--- config.mk ---
export PLATFORM = sky130hd
export DESIGN_NAME = multi_channel_heartbeat_watchdog_flat
export DESIGN_NICKNAME = d
export VERILOG_FILES = /design/src/hw/rtl/mchw_pkg.sv /design/src/hw/rtl/mchw_ifs.sv /design/src/hw/rtl/mchw_front.sv /design/src/hw/rtl/mchw_back.sv /design/src/hw/rtl/multi_channel_heartbeat_watchdog.sv /design/src/flat_wrapper.sv
export SDC_FILE = /design/constraint.sdc
export NUM_CORES = 1
export LEC_CHECK = 0
export BUFFER_PORTS_ARGS = -buffer_cell sky130_fd_sc_hd__buf_2
export CAP_MARGIN = 20
export CORE_MARGIN = 3
export CORE_UTILIZATION = 57
export DETAILED_ROUTE_END_ITERATION = 7
export PLACE_DENSITY_LB_ADDON = 0.3
export SYNTH_ARGS = -nofsm -noshare
export SYNTH_HDL_FRONTEND = slang
export SYNTH_SLANG_ARGS = --single-unit
--- constraint.sdc ---
create_clock -name clk -period 2.9 [get_ports clk]
set_input_delay 0.145 -clock clk [delete_from_list [all_inputs] [get_ports clk]]
set_output_delay 0.145 -clock clk [all_outputs]
set_load 0.02 [all_outputs]
--- src/hw/rtl/mchw_pkg.sv ---
// Package for the multi-channel heartbeat watchdog.
// Holds command codes, queue entry type, back-end states and fixed field widths.
// No dependencies.
`default_nettype none

package mchw_pkg;

	// Fixed field widths
	localparam int unsigned CMD_W     = 2;
	localparam int unsigned STAGE_W   = 3;
	localparam int unsigned TMO_W     = 16;
	localparam int unsigned ELAPSED_W = 17;
	localparam int unsigned FOUND_W   = 4;

	// Saturation value of an elapsed count
	localparam logic [ELAPSED_W-1:0] ELAPSED_MAX = 17'h1FFFF;

	// Most expiry results that one scan may report
	localparam logic [FOUND_W-1:0] MAX_OUT = 4'd8;

	// Reset value of the check interval register
	localparam logic [TMO_W-1:0] CHECK_INTERVAL_RESET = 16'd100;

	// Depth of the command queue between front and back
	localparam int unsigned Q_DEPTH = 2;

	// Command codes as they arrive on the command channel
	typedef enum logic [CMD_W-1:0] {
		OP_REG   = 2'd0,
		OP_HB    = 2'd1,
		OP_UNREG = 2'd2,
		OP_TICK  = 2'd3
	} op_t;

	// One queued command
	typedef struct packed {
		op_t                op;
		logic [STAGE_W-1:0] stage;
		logic [TMO_W-1:0]   timeout;
	} cmd_t;

	// Back-end sequencer states
	typedef enum logic {
		BK_EXEC = 1'b0,
		BK_SCAN = 1'b1
	} bk_state_t;

endpackage

`default_nettype wire

--- src/hw/rtl/mchw_ifs.sv ---
// Channel interfaces of the heartbeat watchdog: command channel and result channel.
// Depends on mchw_pkg for field widths.
`default_nettype none

interface mchw_cmd_if;
	logic                          valid;
	logic                          ready;
	logic [mchw_pkg::CMD_W-1:0]    command;
	logic [mchw_pkg::STAGE_W-1:0]  stage;
	logic [mchw_pkg::TMO_W-1:0]    timeout;

	modport source (output valid, output command, output stage, output timeout, input ready);
	modport sink   (input valid, input command, input stage, input timeout, output ready);
endinterface

interface mchw_res_if;
	logic                          valid;
	logic                          ready;
	logic [mchw_pkg::STAGE_W-1:0]  expired_stage;
	logic                          last;

	modport source (output valid, output expired_stage, output last, input ready);
	modport sink   (input valid, input expired_stage, input last, output ready);
endinterface

`default_nettype wire

--- src/hw/rtl/mchw_front.sv ---
// Front end of the heartbeat watchdog: accepts commands, drops out-of-range slots
// and queues the rest for the back end. Depends on mchw_pkg and mchw_ifs.
`default_nettype none

module mchw_front #(
	parameter int unsigned NUM_STAGES = 8
) (
	input  wire logic           clk,
	input  wire logic           arst_n,
	mchw_cmd_if.sink            cmd,
	output mchw_pkg::cmd_t      q_cmd,
	output logic                q_valid,
	input  wire logic           q_pop
);

	localparam int unsigned CNT_W = $clog2(mchw_pkg::Q_DEPTH + 1);

	mchw_pkg::cmd_t      fifo_q [mchw_pkg::Q_DEPTH];
	logic                wr_ptr_q;
	logic                rd_ptr_q;
	logic [CNT_W-1:0]    count_q;
	logic                accept;
	logic                keep;
	logic                push;
	mchw_pkg::cmd_t      entry;

	// Classify: ticks always pass, slot commands only for slots that exist
	always_comb begin
		entry.op      = mchw_pkg::op_t'(cmd.command);
		entry.stage   = cmd.stage;
		entry.timeout = cmd.timeout;
		keep = (entry.op == mchw_pkg::OP_TICK) || (32'(cmd.stage) < NUM_STAGES);
	end

	assign cmd.ready = (count_q != CNT_W'(mchw_pkg::Q_DEPTH));
	assign accept    = cmd.valid && cmd.ready;
	assign push      = accept && keep;

	assign q_valid = (count_q != '0);
	assign q_cmd   = fifo_q[rd_ptr_q];

	// Store queued commands
	always_ff @(posedge clk) begin
		if (push) begin
			fifo_q[wr_ptr_q] <= entry;
		end
	end

	// Advance pointers and occupancy
	always_ff @(posedge clk or negedge arst_n) begin
		if (!arst_n) begin
			wr_ptr_q <= 1'b0;
			rd_ptr_q <= 1'b0;
			count_q  <= '0;
		end else begin
			if (push) begin
				wr_ptr_q <= ~wr_ptr_q;
			end
			if (q_pop) begin
				rd_ptr_q <= ~rd_ptr_q;
			end
			if (push && !q_pop) begin
				count_q <= count_q + 1'b1;
			end else if (!push && q_pop) begin
				count_q <= count_q - 1'b1;
			end
		end
	end

	a_count_bound: assert property (@(posedge clk) disable iff (!arst_n)
		count_q <= CNT_W'(mchw_pkg::Q_DEPTH))
		else $error("command queue over-filled");

	a_pop_nonempty: assert property (@(posedge clk) disable iff (!arst_n)
		q_pop |-> q_valid)
		else $error("pop from empty command queue");

endmodule

`default_nettype wire

--- src/hw/rtl/mchw_back.sv ---
// Back end of the heartbeat watchdog: slot state, tick counting, timeout scan and
// the result register. Depends on mchw_pkg and mchw_ifs.
`default_nettype none

module mchw_back #(
	parameter int unsigned NUM_STAGES = 8
) (
	input  wire logic                          clk,
	input  wire logic                          arst_n,
	input  wire logic                          cfg_we,
	input  wire logic [mchw_pkg::TMO_W-1:0]    cfg_wdata,
	input  mchw_pkg::cmd_t                     q_cmd,
	input  wire logic                          q_valid,
	output logic                               q_pop,
	mchw_res_if.source                         res
);

	localparam int unsigned IDX_W = (NUM_STAGES > 1) ? $clog2(NUM_STAGES) : 1;
	localparam int unsigned CNT_W = $clog2(NUM_STAGES + 1);

	// Slot state
	logic [NUM_STAGES-1:0]                 active_q;
	logic [mchw_pkg::TMO_W-1:0]            tmo_q     [NUM_STAGES];
	logic [mchw_pkg::ELAPSED_W-1:0]        elapsed_q [NUM_STAGES];
	logic [NUM_STAGES-1:0]                 over;

	// Tick and scan control
	logic [mchw_pkg::TMO_W-1:0]            check_interval_q;
	logic [mchw_pkg::TMO_W-1:0]            interval_q;
	mchw_pkg::bk_state_t                   state_q, state_d;
	logic [CNT_W-1:0]                      scan_idx_q;
	logic [mchw_pkg::FOUND_W-1:0]          found_q;
	logic                                  pend_v_q;
	logic [mchw_pkg::STAGE_W-1:0]          pend_stage_q;

	// Result register
	logic                                  res_valid_q;
	logic [mchw_pkg::STAGE_W-1:0]          res_stage_q;
	logic                                  res_last_q;

	logic [IDX_W-1:0]                      cmd_idx;
	logic [IDX_W-1:0]                      scan_slot;
	logic [mchw_pkg::TMO_W:0]              interval_next;
	logic [mchw_pkg::TMO_W:0]              limit;
	logic                                  scan_now;
	logic                                  tick_go;
	logic                                  scan_end;
	logic                                  cur_over;
	logic                                  out_free;
	logic                                  hit;
	logic                                  adv;
	logic                                  emit;
	logic                                  emit_last;
	logic                                  finish;

	assign cmd_idx   = IDX_W'(q_cmd.stage);
	assign scan_slot = scan_idx_q[IDX_W-1:0];

	// Flag every active slot whose elapsed count is past its timeout
	always_comb begin
		for (int i = 0; i < NUM_STAGES; i++) begin
			over[i] = active_q[i] && (elapsed_q[i] > {1'b0, tmo_q[i]});
		end
	end

	// Interval compare; a zero interval behaves as one
	always_comb begin
		interval_next = {1'b0, interval_q} + 1'b1;
		limit         = (check_interval_q == '0) ? 17'd1 : {1'b0, check_interval_q};
		scan_now      = (interval_next >= limit);
	end

	assign scan_end = (scan_idx_q == CNT_W'(NUM_STAGES)) || (found_q == mchw_pkg::MAX_OUT);
	assign cur_over = over[scan_slot];
	assign out_free = !res_valid_q || res.ready;

	// Next state
	always_comb begin
		state_d = state_q;
		unique case (state_q)
			mchw_pkg::BK_EXEC: begin
				if (q_valid && (q_cmd.op == mchw_pkg::OP_TICK) && scan_now) begin
					state_d = mchw_pkg::BK_SCAN;
				end
			end
			mchw_pkg::BK_SCAN: begin
				if (scan_end && (!pend_v_q || out_free)) begin
					state_d = mchw_pkg::BK_EXEC;
				end
			end
			default: state_d = mchw_pkg::BK_EXEC;
		endcase
	end

	// Sequencer outputs
	always_comb begin
		q_pop     = 1'b0;
		hit       = 1'b0;
		adv       = 1'b0;
		emit      = 1'b0;
		emit_last = 1'b0;
		finish    = 1'b0;
		unique case (state_q)
			mchw_pkg::BK_EXEC: begin
				q_pop = q_valid;
			end
			mchw_pkg::BK_SCAN: begin
				if (scan_end) begin
					if (!pend_v_q) begin
						finish = 1'b1;
					end else if (out_free) begin
						emit      = 1'b1;
						emit_last = 1'b1;
						finish    = 1'b1;
					end
				end else if (cur_over) begin
					if (!pend_v_q || out_free) begin
						hit  = 1'b1;
						adv  = 1'b1;
						emit = pend_v_q;
					end
				end else begin
					adv = 1'b1;
				end
			end
			default: q_pop = 1'b0;
		endcase
	end

	assign tick_go = q_pop && (q_cmd.op == mchw_pkg::OP_TICK);

	// Hold state and configuration
	always_ff @(posedge clk or negedge arst_n) begin
		if (!arst_n) begin
			state_q          <= mchw_pkg::BK_EXEC;
			check_interval_q <= mchw_pkg::CHECK_INTERVAL_RESET;
			interval_q       <= '0;
		end else begin
			state_q <= state_d;
			if (cfg_we) begin
				check_interval_q <= cfg_wdata;
			end
			if (tick_go) begin
				interval_q <= scan_now ? '0 : interval_next[mchw_pkg::TMO_W-1:0];
			end
		end
	end

	// Update active marks
	always_ff @(posedge clk or negedge arst_n) begin
		if (!arst_n) begin
			active_q <= '0;
		end else if (q_pop) begin
			if (q_cmd.op == mchw_pkg::OP_REG) begin
				active_q[cmd_idx] <= 1'b1;
			end else if (q_cmd.op == mchw_pkg::OP_UNREG) begin
				active_q[cmd_idx] <= 1'b0;
			end
		end
	end

	// Store timeouts on register
	always_ff @(posedge clk) begin
		if (q_pop && (q_cmd.op == mchw_pkg::OP_REG)) begin
			tmo_q[cmd_idx] <= q_cmd.timeout;
		end
	end

	// Advance, clear or saturate each elapsed count
	always_ff @(posedge clk) begin
		for (int i = 0; i < NUM_STAGES; i++) begin
			if (tick_go) begin
				if (active_q[i] && (elapsed_q[i] != mchw_pkg::ELAPSED_MAX)) begin
					elapsed_q[i] <= elapsed_q[i] + 1'b1;
				end
			end else if (q_pop && (cmd_idx == IDX_W'(i))) begin
				if ((q_cmd.op == mchw_pkg::OP_REG) ||
				    ((q_cmd.op == mchw_pkg::OP_HB) && active_q[i])) begin
					elapsed_q[i] <= '0;
				end
			end else if (hit && (scan_slot == IDX_W'(i))) begin
				elapsed_q[i] <= '0;
			end
		end
	end

	// Walk the slots, holding one found expiry until the next decides its last flag
	always_ff @(posedge clk or negedge arst_n) begin
		if (!arst_n) begin
			scan_idx_q <= '0;
			found_q    <= '0;
			pend_v_q   <= 1'b0;
		end else begin
			if (tick_go && scan_now) begin
				scan_idx_q <= '0;
				found_q    <= '0;
				pend_v_q   <= 1'b0;
			end else begin
				if (adv) begin
					scan_idx_q <= scan_idx_q + 1'b1;
				end
				if (hit) begin
					found_q  <= found_q + 1'b1;
					pend_v_q <= 1'b1;
				end else if (finish) begin
					pend_v_q <= 1'b0;
				end
			end
		end
	end

	always_ff @(posedge clk) begin
		if (hit) begin
			pend_stage_q <= mchw_pkg::STAGE_W'(scan_idx_q);
		end
	end

	// Result register: load on emit, drop once taken
	always_ff @(posedge clk or negedge arst_n) begin
		if (!arst_n) begin
			res_valid_q <= 1'b0;
		end else if (emit) begin
			res_valid_q <= 1'b1;
		end else if (res.ready) begin
			res_valid_q <= 1'b0;
		end
	end

	always_ff @(posedge clk) begin
		if (emit) begin
			res_stage_q <= pend_stage_q;
			res_last_q  <= emit_last;
		end
	end

	assign res.valid         = res_valid_q;
	assign res.expired_stage = res_stage_q;
	assign res.last          = res_last_q;

	a_found_bound: assert property (@(posedge clk) disable iff (!arst_n)
		found_q <= mchw_pkg::MAX_OUT)
		else $error("scan reported more than the result limit");

	a_no_pend_idle: assert property (@(posedge clk) disable iff (!arst_n)
		(state_q == mchw_pkg::BK_EXEC) |-> !pend_v_q)
		else $error("pending expiry left behind after scan");

	a_scan_idx_bound: assert property (@(posedge clk) disable iff (!arst_n)
		scan_idx_q <= CNT_W'(NUM_STAGES))
		else $error("scan index ran past the last slot");

endmodule

`default_nettype wire

--- src/hw/rtl/multi_channel_heartbeat_watchdog.sv ---
// Top level of the multi-channel heartbeat watchdog.
// Depends on mchw_pkg, mchw_ifs, mchw_front and mchw_back.
//
// Watches NUM_STAGES slots. Commands (register, heartbeat, unregister, tick) enter through
// a two-entry queue; the back end executes each command as it pops it, and it pops only
// while it is not scanning. Every check_interval ticks a scan runs: the back end compares
// one slot per cycle unless a stalled result channel holds it, since one found expiry is
// held until the next one (or the end of the scan) fixes its last flag. Each expired slot
// produces one result and its count is cleared; at most eight results per scan.
// check_interval resets to 100 and a value of 0 scans on every tick; write it only while
// the block is idle. No clearing pass runs after reset.
`default_nettype none

module multi_channel_heartbeat_watchdog #(
	parameter int unsigned NUM_STAGES = 8
) (
	input  wire logic                          clk,
	input  wire logic                          arst_n,
	mchw_cmd_if.sink                           cmd,
	mchw_res_if.source                         res,
	input  wire logic                          cfg_we,
	input  wire logic [mchw_pkg::TMO_W-1:0]    cfg_wdata
);

	mchw_pkg::cmd_t q_cmd;
	logic           q_valid;
	logic           q_pop;

	// Accept, classify and queue commands
	mchw_front #(
		.NUM_STAGES (NUM_STAGES)
	) u_front (
		.clk     (clk),
		.arst_n  (arst_n),
		.cmd     (cmd),
		.q_cmd   (q_cmd),
		.q_valid (q_valid),
		.q_pop   (q_pop)
	);

	// Execute commands, scan and deliver results
	mchw_back #(
		.NUM_STAGES (NUM_STAGES)
	) u_back (
		.clk       (clk),
		.arst_n    (arst_n),
		.cfg_we    (cfg_we),
		.cfg_wdata (cfg_wdata),
		.q_cmd     (q_cmd),
		.q_valid   (q_valid),
		.q_pop     (q_pop),
		.res       (res)
	);

endmodule

`default_nettype wire
--- src/flat_wrapper.sv ---
// flat-port wrapper written by rule: the top's interface ports become plain ports
module multi_channel_heartbeat_watchdog_flat 
#(
	parameter int unsigned NUM_STAGES = 8
)
  (clk, arst_n, cfg_we, cfg_wdata, cmd_valid, cmd_command, cmd_stage, cmd_timeout, cmd_ready, res_valid, res_expired_stage, res_last, res_ready);
  mchw_cmd_if cmd_i ();
  mchw_res_if res_i ();
  input  wire logic clk;
  input  wire logic arst_n;
  input  wire logic cfg_we;
  input  wire logic [mchw_pkg::TMO_W-1:0] cfg_wdata;
  input wire logic [$bits(cmd_i.valid)-1:0] cmd_valid;
  input wire logic [$bits(cmd_i.command)-1:0] cmd_command;
  input wire logic [$bits(cmd_i.stage)-1:0] cmd_stage;
  input wire logic [$bits(cmd_i.timeout)-1:0] cmd_timeout;
  output wire logic [$bits(cmd_i.ready)-1:0] cmd_ready;
  output wire logic [$bits(res_i.valid)-1:0] res_valid;
  output wire logic [$bits(res_i.expired_stage)-1:0] res_expired_stage;
  output wire logic [$bits(res_i.last)-1:0] res_last;
  input wire logic [$bits(res_i.ready)-1:0] res_ready;
  assign cmd_i.valid = cmd_valid;
  assign cmd_i.command = cmd_command;
  assign cmd_i.stage = cmd_stage;
  assign cmd_i.timeout = cmd_timeout;
  assign cmd_ready = cmd_i.ready;
  assign res_valid = res_i.valid;
  assign res_expired_stage = res_i.expired_stage;
  assign res_last = res_i.last;
  assign res_i.ready = res_ready;
  multi_channel_heartbeat_watchdog #(.NUM_STAGES(NUM_STAGES)) u_core (.clk(clk), .arst_n(arst_n), .cmd(cmd_i), .res(res_i), .cfg_we(cfg_we), .cfg_wdata(cfg_wdata));
endmodule
==> key figures <==
Yosys
  – Ys flop type: edfxtp_1
  – Gate Count Post-Synth: about 1,700
  – Post-synthesis register bit count: 368
  – Mapped cell area: 19,300 sq um
  – Post-synth EDFFs: 296
  – Synth warn: 0
  – Post-synth cell types: 73
  – Mapped Nets: approximately 1,900
  – Synth async-reset ratio: 14.9%
  – Mapped Avg Cell Area: about 11 sq um
  – Register area share after synthesis: a little under three fifths

Layout
  – # diodes: 0
  – Fillers: 1,885
  – Share of layout cells above drive strength 1: 27.9%
  – Final Non-Filler Cells: 2,529
  – Multi-input logic area: just over 9000 sq um
  – Finished Cell Area: 25,300 sq um
  – Register Area: 10,600 sq um
  – Layout overhead on the synthesized area: 31.0%
  – # nets final: 2,267

Worst setup path
  – CP max FO: 6
  – Critical Path AT: ~3.5 ns
  – Setup crit end kind: register
  – Worst Path Buf+Inv: 2
  – Critical path type: register to register
  – Worst path max stage delay: 0.45 ns
  – Slowest cell on crit path: edfxtp_1
  – WP data required: 3.20 ns
  – CP top delay family: compound AO/OA/AOI/OAI gates
  – Crit path launch type: register
  – Crit path cell chain: ha_4, a211oi_2, nor2_1, a2111o_1, a211o_1, a41oi_4, a211oi_4, buf_12, o2bb2ai_4, buf_4, a31o_4

Place
  – Hpwl dp: 30,400 um
  – GPL Wtd Cong: 0.872
  – Placed Instances: 2,344
  – DP Area: 21,400 sq um
  – Buffers on Ports: 47
  – Setup slack at placement: -0.453 ns

Pwr
  – PD cells: 723 nW/um^2
  – VDD IR-drop max: 0.000589 V
  – P_leak: approximately 10 nW

Timing
  – Final setup vio count: 271
  – Slew HR: 59.6%
  – FMAX: around 320 MHz
  – Slew Viols, Final: 0
  – Final hold viol count: 0
  – Final WS setup: -0.260 ns
  – Setup Skew: 0.0248 ns
  – Fin crit period: 3.16 ns
  – Hold slack: 0.0351 ns
  – Worst-margin pin slew: 0.591 ns
  – Unrepaired setup endpoints after global routing: yes
  – Period utilization: 109%

Clock network
  – CTS clk-pin slew, worst paths: approximately 0.060 ns
  – Total CTS buffers: 40
  – Clock latency on the worst-skew pair: 0.55 ns
  – Worst-case clock buffer depth: 3
  – CTS Root Cell: clkbuf_16
  – Clock sink total: 368
  – # H-tree levels: 2
  – CTS tree: yes

Die
  – Die H: about 190 um
  – Core box area: 32,900 sq um
  – Die width: ~190 um
  – Row Count: 66
  – Die footprint: 36,100 sq um
  – Initial Util: 58.5%
  – Num ports: 48

Detailed routing
  – Router iterations before antenna repair: 5
  – Via total after detailed routing: 14,900
  – Post-route ant nets: 0
  – Routed WL: 52,200 um
  – Vias per cell: 5.88
  – DR WL/cell: 20.6 um
  – DR iter-0 viols: 1,411
  – Drt drc: 0

GRT
  – Busiest grt layer: met2
  – Total global routing overflow: 0
  – GRT Overall Usage: 26.6%
  – Vias in the first global route: around 15,000
  – Routing usage on met1: 35.8%
  – Initial antenna violation count: 2
  – Largest net degree at the start of global routing: 32
  – First-pass GRT wire length: 75,900 um
  – M2 GR Usage: 44.6%
  – Met3 usage: 3.89%

Worst hold path
  – Hold crit path type: primary input to register

Outcome
  – Status: finished with violations
  – Failing checks: negative setup slack

Flow run
  – MaxCap Viol Count: 0
Yosys cell counts (6+ instances only):
library cell    n  area share [%]
dfxtp_1        17             1.8
edfxtp_1      296              46
nor4_1          8            0.26
a21o_1         14            0.55
mux2i_1        14            0.73
inv_1         189             3.7
o21ai_0        75             1.9
dfrtp_1        52             6.7
and3_1         38             1.2
clkbuf_1       20            0.39
xnor2_1        54             2.5
nand3_1        73             1.9
xor2_1         78             3.5
o2bb2ai_2       6            0.47
nand2b_1        8            0.26
a2111oi_0       7            0.32
ha_1          170              11
nand4b_1        7            0.32
nor3_1         45             1.2
a211oi_1        6            0.23
nor2_1        174             3.4
mux2_2         20             1.2
nand4_1        35             1.1
a21oi_1        45             1.2
nand2_1       135             2.6
nor3b_1         6            0.23
layer usage:
metal / share of wire [%] / routed length, um
met5: 0 / 0
met2: 49 / 25700
met4: 3.4 / 1770
met1: 40 / 21000
met3: 7.1 / 3710
where the power goes:
group          total [W]  switching [W]  leakage, nW  internal (W)
Combinational    0.00583        0.00340         6.27       0.00243
Sequential       0.00759       0.000565         3.51       0.00703
Clock            0.00483        0.00211        0.599       0.00271
Total             0.0183        0.00608         10.4        0.0122
cells in the final DEF (no fill, tap or decap), types with 14 or more instances in the layout:
cell	instances
o21ai_0	57
and3_1	31
inv_1	185
nor3_1	41
ha_4	15
nand4_1	35
xor2_1	76
edfxtp_1	296
ha_1	152
a21o_1	14
nor2_2	21
nor2_4	58
xnor2_1	50
nand3_1	66
mux2_2	19
nor2_1	96
dfxtp_1	17
clkbuf_16	50
mux2i_1	14
nand2_1	130
dfrtp_1	51
buf_2	47
a21oi_1	40
dlygate4sd3_1	42
buf_4	211
repair_timing:
item | CTS | global route
pin swaps | 30 | 115
hold endpoints to repair | 79 | 0
hold buffers | 42 | 0
setup buffers | 25 | 30
setup endpoints to repair | 289 | 288
gates resized for setup | 82 | 233
cloned | 6 | 15
flip-flops by register name, summed over array words and instances, names as in the netlist, named ones only:
signal	cells
u_core.u_front.count_q	2
u_core.u_front.fifo_q	42
u_core.u_back.tmo_q	128
u_core.u_back.res.expired_stage	3
u_core.u_front.wr_ptr_q	1
u_core.u_back.pend_v_q	1
u_core.u_back.pend_stage_q	3
u_core.u_back.scan_idx_q	4
u_core.u_front.rd_ptr_q	1
u_core.u_back.found_q	4
u_core.u_back.elapsed_q	136
u_core.u_back.interval_q	16
u_core.u_back.res.last	1
u_core.u_back.state_q	1
u_core.u_back.res.valid	1
u_core.u_back.check_interval_q	16
cell type report:
cell class	count	area share (%)
clock inverter	23	0.649
timing repair buffer	337	11.5
sequential	368	42.0
tap	442	2.19
inverter	189	2.81
clock buffer	51	4.21
multi-input combinational	1119	36.6
per-stage QoR:
stage	setup TNS [ns]	util (%)	power, W
final	-45.36	76.7	0.0183
after global routing	-60.92	76.7	0.0190
after CTS	-3.33	72.4	0.0173
after detailed placement	-63.01	65.1	0.0121
after global placement	-37.53	65.1	0.0119
after floorplan	-0.346	-	0.0101
path summary, 6_finish.rpt:
| check | start | slack, ns | depth (start not counted) | endpoint |
|---|---|---|---|---|
| max in group asynchronous | arst_n | 2.00 | 3 | u_core.u_back.scan_idx_q[1] |
| worst min register to register | u_core.u_back.pend_stage_q[2] | 0.42 | 0 | u_core.u_back.res.expired_stage[2] |
| worst max register to register | u_core.u_back.elapsed_q[0][6] | -0.26 | 11 | u_core.u_back.elapsed_q[0][0] |
| worst max-delay path | u_core.u_back.elapsed_q[0][6] | -0.26 | 11 | u_core.u_back.elapsed_q[0][0] |
| min in group asynchronous | arst_n | 0.13 | 2 | u_core.u_back.check_interval_q[0] |
| worst min-delay path | cfg_we | 0.04 | 3 | u_core.u_back.check_interval_q[5] |
worst min-delay path, cell delays in order:
cell,delay (ns)
buf_2,0.25
nand2_1,0.11
o21ai_0,0.07
kinds of logic (layout without fill, tap and decap cells):
group,after synthesis,count (layout),synth area share (%)
xor gates and xnor gates,132,132,6.00
muxes,34,34,1.89
AOI/OAI and AO/OA,208,216,7.38
buffers and inverters,221,600,4.51
adders and majority gates,170,170,11.0
DFF,368,368,55.0
and+or+nand+nor,567,567,14.2
No activity file was read; power rests on OpenSTA's default activity.
